<file path="src/sv/lkpc_pkg.sv">
// package with sizes and operation codes of the keyed page cache
`timescale 1ns / 1ps
package lkpc_pkg;

  localparam int unsigned ENTRIES = 4;
  localparam int unsigned IDX_W   = (ENTRIES > 1) ? $clog2(ENTRIES) : 1;
  localparam int unsigned KEY_W   = 32;
  localparam int unsigned WORD_W  = 32;
  localparam int unsigned TICK_W  = 32;
  localparam int unsigned ACT_W   = 2;
  localparam int unsigned SLOT_W  = 2;

  localparam int unsigned IN_DATA_W  = 2 * KEY_W + WORD_W;
  localparam int unsigned OUT_DATA_W = ((SLOT_W + WORD_W + 7) / 8) * 8;

  typedef logic [IDX_W-1:0] idx_t;

  typedef enum logic [ACT_W-1:0] {
    ACT_LOOKUP     = 2'd0,
    ACT_STORE      = 2'd1,
    ACT_INVALIDATE = 2'd2,
    ACT_CLEAR      = 2'd3
  } action_e;

endpackage

</file>
<file path="src/sv/lru_keyed_page_cache_top.sv">
// top level of the fully associative lru page cache with a shared compare unit
`timescale 1ns / 1ps
// Fully associative cache of lkpc_pkg::ENTRIES entries keyed by form id and field
// offset, with replacement of the least recently used entry by a 32-bit use stamp.
// One transaction on the slave side carries one operation (tuser: lookup, store,
// invalidate, clear all) and yields one result transaction on the master side.
// A single key compare and stamp compare unit walks the entries one per cycle for
// lookup, store and invalidate, while clear all skips the walk; tready is low while
// an operation runs.
// The result sits in an output register, so a new operation is taken while the
// previous result still waits, and the block stalls only when a second result
// is ready before the first one is taken.
module lru_keyed_page_cache_top
  import lkpc_pkg::*;
(
  input  logic                  clk_i,
  input  logic                  rst_ni,
  input  logic                  s_axis_tvalid_i,
  output logic                  s_axis_tready_o,
  // form_id [31:0], field_offset [63:32], page_word [95:64]
  input  logic [IN_DATA_W-1:0]  s_axis_tdata_i,
  // action [1:0]
  input  logic [ACT_W-1:0]      s_axis_tuser_i,
  output logic                  m_axis_tvalid_o,
  input  logic                  m_axis_tready_i,
  // slot [1:0], payload_out [33:2], zero [39:34]
  output logic [OUT_DATA_W-1:0] m_axis_tdata_o,
  // hit [0]
  output logic                  m_axis_tuser_o
);

  typedef enum logic [1:0] {
    ST_IDLE,
    ST_SCAN,
    ST_FINISH
  } state_e;

  localparam idx_t LAST_IDX = IDX_W'(ENTRIES - 1);

  state_e             state_q;
  action_e            act_q;
  logic [KEY_W-1:0]   form_q;
  logic [KEY_W-1:0]   off_q;
  logic [WORD_W-1:0]  word_q;
  idx_t               cnt_q;

  logic               found_q;
  idx_t               found_idx_q;
  logic [WORD_W-1:0]  found_pay_q;
  logic               inv_found_q;
  idx_t               inv_idx_q;
  idx_t               best_idx_q;
  logic [TICK_W-1:0]  best_stamp_q;

  logic [ENTRIES-1:0] valid_q;
  logic [TICK_W-1:0]  tick_q;

  logic [KEY_W-1:0]   ent_form_q  [ENTRIES];
  logic [KEY_W-1:0]   ent_off_q   [ENTRIES];
  logic [TICK_W-1:0]  ent_stamp_q [ENTRIES];
  logic [WORD_W-1:0]  ent_pay_q   [ENTRIES];

  logic               m_valid_q;
  logic               m_hit_q;
  logic [SLOT_W-1:0]  m_slot_q;
  logic [WORD_W-1:0]  m_pay_q;

  logic               accept;
  logic               out_free;
  logic               match;
  logic               stamp_lower;
  logic [TICK_W-1:0]  tick_d;
  idx_t               victim;
  idx_t               wr_idx;
  logic               wr_stamp;
  logic               wr_entry;

  assign accept          = s_axis_tvalid_i && s_axis_tready_o;
  assign s_axis_tready_o = (state_q == ST_IDLE);
  assign out_free        = !m_valid_q || m_axis_tready_i;

  // shared compare unit on the entry under the scan counter
  assign match = valid_q[cnt_q] && (ent_form_q[cnt_q] == form_q) &&
                 (ent_off_q[cnt_q] == off_q);
  assign stamp_lower = ent_stamp_q[cnt_q] < best_stamp_q;

  assign victim = inv_found_q ? inv_idx_q : best_idx_q;

  always_comb begin
    tick_d   = tick_q;
    wr_idx   = found_idx_q;
    wr_stamp = 1'b0;
    wr_entry = 1'b0;
    if (state_q == ST_FINISH && out_free) begin
      case (act_q)
        ACT_LOOKUP: begin
          if (found_q) begin
            tick_d   = tick_q + TICK_W'(1);
            wr_stamp = 1'b1;
          end
        end
        ACT_STORE: begin
          tick_d   = tick_q + (found_q ? TICK_W'(2) : TICK_W'(1));
          wr_stamp = 1'b1;
          wr_entry = 1'b1;
          if (!found_q) begin
            wr_idx = victim;
          end
        end
        ACT_CLEAR: begin
          tick_d = '0;
        end
        default: begin
          tick_d = tick_q;
        end
      endcase
    end
  end

  always_ff @(posedge clk_i) begin
    if (wr_stamp) begin
      ent_stamp_q[wr_idx] <= tick_d;
    end
    if (wr_entry) begin
      ent_form_q[wr_idx] <= form_q;
      ent_off_q[wr_idx]  <= off_q;
      ent_pay_q[wr_idx]  <= word_q;
    end
  end

  always_ff @(posedge clk_i or negedge rst_ni) begin
    if (!rst_ni) begin
      state_q      <= ST_IDLE;
      valid_q      <= '0;
      tick_q       <= '0;
      m_valid_q    <= 1'b0;
      m_hit_q      <= 1'b0;
      m_slot_q     <= '0;
      m_pay_q      <= '0;
      cnt_q        <= '0;
      act_q        <= ACT_LOOKUP;
      form_q       <= '0;
      off_q        <= '0;
      word_q       <= '0;
      found_q      <= 1'b0;
      found_idx_q  <= '0;
      found_pay_q  <= '0;
      inv_found_q  <= 1'b0;
      inv_idx_q    <= '0;
      best_idx_q   <= '0;
      best_stamp_q <= '0;
    end else begin
      tick_q <= tick_d;
      if (m_axis_tready_i && state_q != ST_FINISH) begin
        m_valid_q <= 1'b0;
      end
      case (state_q)
        ST_IDLE: begin
          if (accept) begin
            act_q   <= action_e'(s_axis_tuser_i);
            form_q  <= s_axis_tdata_i[KEY_W-1:0];
            off_q   <= s_axis_tdata_i[2*KEY_W-1:KEY_W];
            word_q  <= s_axis_tdata_i[2*KEY_W+WORD_W-1:2*KEY_W];
            cnt_q   <= '0;
            found_q <= 1'b0;
            found_idx_q  <= '0;
            found_pay_q  <= '0;
            inv_found_q  <= 1'b0;
            inv_idx_q    <= '0;
            best_idx_q   <= '0;
            state_q <= (action_e'(s_axis_tuser_i) == ACT_CLEAR) ? ST_FINISH : ST_SCAN;
          end
        end
        ST_SCAN: begin
          if (match && !found_q) begin
            found_q     <= 1'b1;
            found_idx_q <= cnt_q;
            found_pay_q <= ent_pay_q[cnt_q];
          end
          if (match && act_q == ACT_INVALIDATE) begin
            valid_q[cnt_q] <= 1'b0;
          end
          if (!valid_q[cnt_q] && !inv_found_q) begin
            inv_found_q <= 1'b1;
            inv_idx_q   <= cnt_q;
          end
          if (cnt_q == '0 || stamp_lower) begin
            best_idx_q   <= cnt_q;
            best_stamp_q <= ent_stamp_q[cnt_q];
          end
          if (cnt_q == LAST_IDX) begin
            state_q <= ST_FINISH;
          end else begin
            cnt_q <= cnt_q + IDX_W'(1);
          end
        end
        ST_FINISH: begin
          if (out_free) begin
            m_valid_q <= 1'b1;
            case (act_q)
              ACT_STORE: begin
                valid_q[wr_idx] <= 1'b1;
                m_hit_q         <= found_q;
                m_slot_q        <= SLOT_W'(wr_idx);
                m_pay_q         <= word_q;
              end
              ACT_CLEAR: begin
                valid_q  <= '0;
                m_hit_q  <= 1'b0;
                m_slot_q <= '0;
                m_pay_q  <= '0;
              end
              default: begin
                m_hit_q  <= found_q;
                m_slot_q <= found_q ? SLOT_W'(found_idx_q) : '0;
                m_pay_q  <= found_q ? found_pay_q : '0;
              end
            endcase
            state_q <= ST_IDLE;
          end
        end
        default: begin
          state_q <= ST_IDLE;
        end
      endcase
    end
  end

  assign m_axis_tvalid_o = m_valid_q;
  assign m_axis_tuser_o  = m_hit_q;
  assign m_axis_tdata_o  = OUT_DATA_W'({m_pay_q, m_slot_q});

endmodule

</file>
<file path="config.mk">
export PLATFORM = sky130hd
export DESIGN_NAME = lru_keyed_page_cache_top
export DESIGN_NICKNAME = d
export VERILOG_FILES = /design/src/sv/lkpc_pkg.sv /design/src/sv/lru_keyed_page_cache_top.sv
export SDC_FILE = /design/constraint.sdc
export NUM_CORES = 1
export LEC_CHECK = 0
export ABC_AREA = 0
export BUFFER_PORTS_ARGS = -buffer_cell sky130_fd_sc_hd__buf_2
export CAP_MARGIN = 0
export CORE_MARGIN = 2
export CORE_UTILIZATION = 57
export CTS_BUF_LIST = sky130_fd_sc_hd__clkbuf_8
export CTS_CLUSTER_DIAMETER = 100
export DETAILED_ROUTE_END_ITERATION = 10
export HOLD_SLACK_MARGIN = 0.06
export PLACE_DENSITY = 0.75
export SLEW_MARGIN = 20
export SYNTH_ARGS = -nofsm -noshare
export SYNTH_HDL_FRONTEND = slang
export SYNTH_SLANG_ARGS = --single-unit
</file>
<file path="constraint.sdc">
create_clock -name clk_i -period 17.6 [get_ports clk_i]
set_clock_uncertainty 0.1 [all_clocks]
set_input_delay 3.52 -clock clk_i [delete_from_list [all_inputs] [get_ports clk_i]]
set_output_delay 3.52 -clock clk_i [all_outputs]
set_load 0.02 [all_outputs]
</file>
======== Yosys cells after proc, flatten, opt, wreduce, memory -nomap -nowiden ========
Memory sizes are Yosys's and may differ from the RTL's.
Index checks and enable logic that the tools add are counted.
storage, ports and cells
  input port bits ......................... 102
  flip-flop bits (word level) ............. 246
  memories ................................ 4
  RAM bits ................................ 512
  output and inout bits ................... 43
  word-level logic and storage cells ...... 140
cells by class
  magnitude comparators ................... 5
  reductions and logical operators ........ 30
  $add $sub $neg .......................... 3
  equality and inequality tests ........... 19
  bitwise operators ....................... 3
  multiplexer cells ....................... 57
memory list
  name         words  bits a word  rd ports  clocked after memory_dff  write ports  line                            text
  ent_form_q   4      32           1         0                         1            lru_keyed_page_cache_top.sv:58  logic [KEY_W-1:0] ent_form_q [ENTRIES];
  ent_off_q    4      32           1         0                         1            lru_keyed_page_cache_top.sv:59  logic [KEY_W-1:0] ent_off_q [ENTRIES];
  ent_pay_q    4      32           1         0                         1            lru_keyed_page_cache_top.sv:61  logic [WORD_W-1:0] ent_pay_q [ENTRIES];
  ent_stamp_q  4      32           1         0                         1            lru_keyed_page_cache_top.sv:60  logic [TICK_W-1:0] ent_stamp_q [ENTRIES];
operators by type and width
  kind                                                        count
  2-to-1 mux 32 bit                                           5
  case mux 32 bit (2 select lines)                            2
  case mux 32 bit (3 select lines)                            1
  == test 32 bit                                              2
  adder 32 x 1 -> 32 bit, second input constant               1
  adder 32 x 2 -> 32 bit                                      1
  less-than comparator 32 bit                                 1
  2-to-1 mux 2 bit                                            15
  case mux 2 bit (2 select lines)                             5
  2-to-1 mux 1 bit                                            18
  != test 2 bit, second input constant                        8
  case mux 4 bit (2 select lines)                             2
  AND reduction 3 bit                                         5
  == test 2 bit, second input constant                        5
  logical AND 1 bit                                           10
  2-to-1 mux 4 bit                                            2
  zero test 2 bit                                             3
  less-than comparator 2 x 3 -> 1 bit, second input constant  2
  case mux 1 bit (2 select lines)                             3
  case mux 2 bit (3 select lines)                             1
  AND reduction 2 bit                                         3
  AND 4 bit                                                   1
  demux 1 bit (select 2 bit)                                  2
  == test 2 x 1 -> 1 bit, second input constant               2
  11 further kinds                                            17

======== Depth between registers and ports, before layout ========
Gate-level depths: netlist of the first run.
  word-level depth ........................ 12
  gate-level depth with buffers ........... 18
  depth with buffers taken out ............ 11

======== Worst setup path after synthesis of the first run ========
Ideal clock, no wire load.
  kind .................................... in2reg
  from .................................... input m_axis_tready_i
  to ...................................... memory ent_form_q[1][0] (enable)
  stages .................................. 7
  path buffers ............................ 0
  data required time ...................... 16808 ps
  library setup time ...................... 692 ps
  path slack .............................. 4645 ps
  data arrival time ....................... 12163 ps
  cell sequence ........................... nand2b_1 nand2_1 nor2_1 nand2_1 nor2_1 mux2i_1 nor3b_1
between the ends
  cells in the longest elaborated chain, start to end .. 5
  elaborated cells on any way between the ends .. 6
  classes of those cells .................. mux: 4; reduce/logical: 2
ends and longest elaborated chain
  element                                 line                             text
  start: declaration                      lru_keyed_page_cache_top.sv:25   input logic m_axis_tready_i,
  logical OR 1 bit *                      lru_keyed_page_cache_top.sv:80   assign out_free = !m_valid_q || m_axis_tready_i;
  logical AND 1 bit *                     lru_keyed_page_cache_top.sv:94   if (state_q == ST_FINISH && out_free) begin
  2-to-1 mux 1 bit                        lru_keyed_page_cache_top.sv:94
  2-to-1 mux 1 bit                        lru_keyed_page_cache_top.sv:124  if (wr_entry) begin
  2-to-1 mux 1 bit (implied by the code)  lru_keyed_page_cache_top.sv:125  ent_form_q[wr_idx] <= form_q;
  end: declaration                        lru_keyed_page_cache_top.sv:58
Every way passes the cells marked *; elsewhere a longest branch is shown, timed or not.

======== Worst setup path in the final report of the first run ========
  from .................................... input m_axis_tready_i
  to ...................................... memory ent_form_q[0][3] (enable)
The elaborated chain is that of the path after synthesis.

==> summary.md, run 1 <==
| Metric | Value |
|---|---|
| Net Sw Frac | 34.1% |
| Final Setup Violations | 0 |
| DR vias/cell | 6.00 |
| Placed cell count | 3076 |
| Mapped Avg Cell Area | 14.2 µm² |
| Share of power burned in registers | 45.2% |
| Port buffer count | around 140 |
| Io pins | 145 |
| Total track usage | 24.1% |
| Clock transition at path regs | 0.06 ns |
| Core Area | about 56000 µm² |
| Status | completed |
| Share of layout cells above drive strength 1 | 20.0% |
| CTS tree | done |
| Peak VDD IR | 0.115 mV |
| Crit. Startpoint | m_axis_tready_i |
| Die area | 58500 µm² |
| Die height | 242 µm |
| Fin. Hold Viols | 0 |
| Syn Inst Count | around 2300 |
| Clk Tree Root Cell | clkbuf_8 |
| WP data arrival | 7.86 ns |
| HP Class | flop to flop |
| Setup bufs post-CTS | 0 |
| Hold endpoint | m_axis_tuser_o$_DFFE_PN0P_ |
| Worst Setup Start Kind | primary input |
| Synth unique cells | 73 |
| Number of synthesized flops with an enable pin | 512 |
| Internal power | 3.83 mW |
| Clk sinks | around 760 |
| CP Class | primary input to flop |
| Post_cts resized | 0 |
| RSZ-0062 raised after global routing | false |
| Req. time, crit path | 17.82 ns |
| Largest net degree at the start of global routing | 127 |
| Final Cycle Share | a little over two fifths |
| Post-DR wirelength/cell | 21.2 µm |
| Hold depth | 2 |
| Routed Antenna Nets | 0 |
| Fin crit period | around 7.6 ns |
| Sequential share of the synthesized area | 66.8% |
| Setup TNS | 0 ns |
| Vias in the first global route | 20400 |
| Comb pwr share | 29.2% |
| Rel. slew slack | a little over a quarter |
| Layout Cells excl Fill | around 3300 |
| Hold Crit Start | m_axis_tuser_o$_DFFE_PN0P_ |
| Synth Register Bits | 758 |
| Ys async rst share | ~32% |
| # fillers | 4062 |
| Psw | ~2.0 mW |
| Cts hold-fix bufs | 0 |
| Clock buffer depth | 3 |
| LEAKAGE | 13.8 nW |
| DR DRC count | 0 |
| Reg2Reg Setup Slack | 11.63 ns |
| FMAX | between 0.1 and 0.15 GHz |
| Via count | 19800 |
| Cell area power density | 161 nW/µm² |
| CP Capture Type | flop |
| Max-cap viol count | 0 |
| Crit-path max FO | 65 |
| Slew @ Worst Pin | 1.09 ns |
| Drt first pass iters | 5 |
| Cell Rows | 87 |
| Reg-to-reg endpoint | ent_form_q[0][3]$_DFFE_PP_ |
| Final net count | 2579 |
| Clock Power Share | 25.6% |
| Synth-to-Final Area Change | 11.8% |
| Primary FF master, synth | edfxtp_1 |
| Fin. max-slew vios | 0 |
| Synth Warn # | 0 |
| Routability congestion estimate | roughly 0.87 |
| Worst skew pair latency | 0.74 ns |
| Initial core utilization | a little under three fifths |
| Reg-to-Reg Start | state_q[1]$_DFFE_PN0P_ |
| Initial DRC Count | 1728 |
| Total CTS buffers | 116 |
| Global route overflow | 0 |
| Synthesized area | 32200 µm² |
| Die X | 242 µm |
| First-pass GRT wire length | 111 mm |
| Initial antenna violation count | 3 |
| Htree depth | 3 |
| Post-Route WL | between 60 and 70 mm |
| Detailed Place HPWL | 41.7 mm |
| R2R depth | 10 |
stage by stage:
stage	hold WS [ns]	total power [mW]	utilization, %	area (µm²)	worst slack (ns)
after floorplan	0.376	3.83	-	32300	4.65
after global placement	0.378	4.27	59.8	33600	9.48
after detailed placement	0.384	4.35	59.8	33600	9.28
after CTS	0.399	5.84	64.1	36000	10.02
after global routing	0.407	6.13	64.2	36000	9.64
final	0.396	5.82	64.2	36000	9.96
power groups by stage:
stage               clock network (mW)  logic, mW  registers, mW
floorplan                            0       1.26           2.56
global placement                     0       1.64           2.63
detailed placement                   0       1.69           2.66
CTS                               1.51       1.70           2.63
global route                      1.59       1.86           2.67
finish                            1.49       1.70           2.63
routing by layer:
layer,GRT usage (%),share of wire [%],vias to the layer above,wire [µm]
li1,-,-,8895,-
met1,32.3,41,10000,28900
met2,39.7,49,749,34400
met3,4.32,6.5,131,4550
met4,9.46,2.7,2,1920
met5,0,0.013,-,9
registers in the layout, indices dropped and copies added, names as in the netlist, 2 cells and up:
signal / cells
act_q: 2
best_idx_q: 2
best_stamp_q: 32
cnt_q: 2
ent_form_q: 128
ent_off_q: 128
ent_pay_q: 128
ent_stamp_q: 128
form_q: 32
found_idx_q: 2
found_pay_q: 32
inv_idx_q: 2
m_pay_q: 32
m_slot_q: 2
off_q: 32
state_q: 2
tick_q: 32
valid_q: 4
word_q: 32
cell usage in the layout, fill, tap and decap left out, drive strengths merged, types with 34 or more instances in the layout:
| master | Yosys | routed |
|---|---|---|
| nand3 | 51 | 51 |
| o21ai | 84 | 84 |
| mux2 | 45 | 45 |
| nor2 | 127 | 127 |
| mux4 | 114 | 114 |
| clkbuf | 70 | 138 |
| mux2i | 51 | 51 |
| xnor2 | 42 | 42 |
| dfrtp | 246 | 246 |
| a221oi | 36 | 36 |
| ha | 38 | 38 |
| nand2 | 387 | 387 |
| edfxtp | 512 | 512 |
| buf | 52 | 167 |
| inv | 89 | 134 |
| a21oi | 34 | 34 |
cells by family (layout without fill, tap and decap cells):
family / Yosys count / in the layout / share of synthesized area [%]
and+or+nand+nor: 693 / 693 / 9.39
muxes: 210 / 210 / 11.2
buffers and inverters: 211 / 476 / 2.99
DFF: 758 / 758 / 66.8
other: 1 / 8 / 0.0116
adders and majority gates: 39 / 39 / 1.54
xor gates and xnor gates: 46 / 46 / 1.25
AOI/OAI and AO/OA: 312 / 312 / 6.88
cell usage after synthesis (33+ instances only):
library cell	number	area share, %
inv_1	89	1.0
mux2i_1	51	1.6
o31a_1	33	0.90
edfxtp_1	512	48
xnor2_1	42	1.1
clkbuf_1	70	0.81
dfrtp_1	246	19
nor2_1	127	1.5
mux4_2	109	7.6
a21oi_1	34	0.53
mux2_2	45	1.6
nand2_1	387	4.5
a221oi_1	36	0.98
ha_1	38	1.5
o21ai_0	82	1.3
nand3_1	51	0.79
critical path: stages:
cell	delay (ns)
buf_2	0.07
nand2b_1	0.16
nand2_2	0.06
buf_4	0.33
nor2_1	0.63
nand2_1	0.33
nor2_1	0.34
mux2i_1	0.70
and3b_4	0.73
buf_4	0.88
layout make-up:
| class | instances | area, µm² | share of cell area, % |
|---|---|---|---|
| multi-input combinational | 1306 | 9850 | 27.3 |
| clock inverter | 82 | 532 | 1.48 |
| tap | 756 | 946 | 2.62 |
| antenna | 2 | 5.00 | 0.0139 |
| inverter | 89 | 334 | 0.927 |
| timing repair buffer | 167 | 943 | 2.62 |
| sequential | 758 | 21500 | 59.8 |
| clock buffer | 138 | 1900 | 5.27 |
how the worst max path moves through the flow:
| stage | end | cells past startpoint |
|---|---|---|
| 2_1_floorplan | ent_form_q[1][0]$_DFFE_PP_ | 7 |
| 4_1_cts | ent_form_q[0][18]$_DFFE_PP_ | 10 |
| 3_5_place_dp | ent_form_q[0][3]$_DFFE_PP_ | 10 |
| 6_report | ent_form_q[0][3]$_DFFE_PP_ | 10 |
| 5_1_grt | ent_form_q[0][18]$_DFFE_PP_ | 10 |
| 3_3_place_gp | ent_form_q[0][14]$_DFFE_PP_ | 10 |
No activity file was read; power rests on OpenSTA's default activity.
==> inputs of run 2 (changes only) <==
PLACE_DENSITY = 0.78   (was 0.75)
clock period = 6.2 ns   (was 17.6 ns; I/O delays follow)
==> run 2 against run 1 <==
Net effect: critical endpoint is now found_pay_q[11]$_DFFE_PN0P_; setup slack worse by 8.9 ns; clock-buffer cell count is 3 higher; first-iteration DRC count is 11% higher; sequential power grew to 2.8 times the previous value; sequential cell count stayed put; critical path depth stayed put; sequential share of layout area is 0.075 points lower; die area stayed put.
==> summary.md, run 2 (synthesis results as in run 1) <==
| Metric | Value |
|---|---|
| Post_cts resized | 0 |
| Drt first pass iters | 7 |
| Final Setup Violations | 0 |
| Io pins | 145 |
| Total CTS buffers | 115 |
| Clock transition at path regs | 0.06 ns |
| Hold depth | 1 |
| Clk sinks | 758 |
| Synth-to-Final Area Change | 11.9% |
| Worst skew pair latency | 0.74 ns |
| Htree depth | 3 |
| Global route overflow | 0 |
| Crit path depth | 10 |
| Largest net degree at the start of global routing | 113 |
| Max-cap viol count | 0 |
| Die area | 58500 µm² |
| Fin. max-slew vios | 0 |
| Detailed Place HPWL | 43.3 mm |
| Total track usage | between 20% and 30% |
| Initial core utilization | 57.4% |
| Rel. slew slack | 25.8% |
| Vias in the first global route | 20600 |
| Die height | between 200 and 250 µm |
| Placed cell count | a little over 3000 |
| Hold slack | ~0.40 ns |
| Slew @ Worst Pin | 1.11 ns |
| DR vias/cell | 6.07 |
| DP Area | between 30000 and 40000 µm² |
| First-pass GRT wire length | 115 mm |
| Initial DRC Count | approximately 1900 |
| Post-Route WL | 71.8 mm |
| Via count | around 20000 |
| Final net count | 2581 |
| Status | completed |
| Final Cycle Share | 83.6% |
| Peak VDD IR | 0.358 mV |
| CP Capture Type | flop |
| Worst Setup Start Kind | flop |
| R2R depth | 10 |
| Cell Rows | 87 |
| Clock buffer depth | 3 |
| Most common cell after layout, fill and taps aside | edfxtp_1 |
| Crit-path max FO | 100 |
| Cell area power density | 457 nW/µm² |
| CP peak stage delay | 0.99 ns |
| CP Class | flop to flop |
| WP buf/inv | 2 |
| Layout Cells excl Fill | between 3000 and 4000 |
| Post-DR wirelength/cell | 21.8 µm |
| Setup bufs post-CTS | 0 |
| Post-Route Utilization | 64.2% |
| CTS tree | done |
| Worst path slowest cell | dfrtp_4 |
| Die X | roughly 240 µm |
| FMAX | 0.193 GHz |
| LEAKAGE | 13.8 nW |
| Routed Antenna Nets | 0 |
| Fin crit period | 5.18 ns |
| Fin. Hold Viols | 0 |
| Req. time, crit path | between 6 and 7 ns |
| Commonest cells after routing, fill and taps aside | edfxtp_1 (512), nand2_1 (385), dfrtp_1 (244) |
| CP Cell Sequence | buf_4, mux4_2, xnor2_1, nand4_1, nor4_1, nand4_1, nor4_4, buf_12, o31a_1, o311ai_1 |
| Core Area | 56200 µm² |
| Share of layout cells above drive strength 1 | between 20% and 30% |
| RSZ-0062 raised after global routing | false |
| Routability congestion estimate | about 0.90 |
| DR DRC count | 0 |
| Most Frequent Cell on Critical Path | nand4_1 |
| Post-layout instance area | 36100 µm² |
| Total Power | roughly 16 mW |
| Critical path's top delay family | simple AND/OR/NAND/NOR gates |
| HP Class | flop to flop |
| Clk Tree Root Cell | clkbuf_8 |
| WP data arrival | approximately 5.6 ns |
| Port buffer count | ~140 |
| Initial antenna violation count | 4 |
| Cts hold-fix bufs | 0 |
[run 2: final cells by class]
cell class,count,area (µm²)
diodes,3,7.51
inverters,89,334
fillers,4040,20100
flip-flops and latches,758,21500
clock inverters,77,445
multi-input cells,1306,9860
well taps,756,946
repair buffers,170,1020
clock buffers,141,1940
[run 2: worst register-to-register path, cell delays in order, from the launching register on]
cell      delay [ns]
dfrtp_4         0.99
buf_4           0.82
mux4_2          0.69
xnor2_1         0.42
nand4_1         0.19
nor4_1          0.41
nand4_1         0.22
nor4_4          0.42
buf_12          0.40
o31a_1          0.25
o311ai_1        0.11
[run 2: worst paths after layout]
path	from	slack, ns	end
worst min-delay path	best_stamp_q[8]$_DFFE_PN0P_	0.40	best_stamp_q[8]$_DFFE_PN0P_
worst min register to register	best_stamp_q[8]$_DFFE_PN0P_	0.40	best_stamp_q[8]$_DFFE_PN0P_
worst max-delay path	cnt_q[0]$_DFFE_PN0P_	1.02	found_pay_q[11]$_DFFE_PN0P_
worst max register to register	cnt_q[0]$_DFFE_PN0P_	1.02	found_pay_q[11]$_DFFE_PN0P_
max in group asynchronous	rst_ni	4.11	m_pay_q[13]$_DFFE_PN0P_
min in group asynchronous	rst_ni	0.46	best_stamp_q[23]$_DFFE_PN0P_
[run 2: metal layers]
| layer | share of wire (%) | track usage, % |
|---|---|---|
| met3 | 6.8 | 4.31 |
| met1 | 40 | 33.3 |
| met4 | 3.7 | 11.2 |
| met2 | 49 | 41.0 |
| met5 | 0.018 | 0 |
[run 2: power breakdown]
group	switching [mW]	internal (mW)
combinational	2.75	2.10
sequential	0.979	6.51
clock	1.94	2.20
[run 2: stage by stage]
| stage | worst slack [ns] | setup TNS, ns |
|---|---|---|
| finish | 1.02 | 0 |
| detailed placement | 1.11 | 0 |
| floorplan | -0.0754 | -7.24 |
| global placement | 1.18 | 0 |
| global route | 0.718 | 0 |
| CTS | 1.05 | 0 |
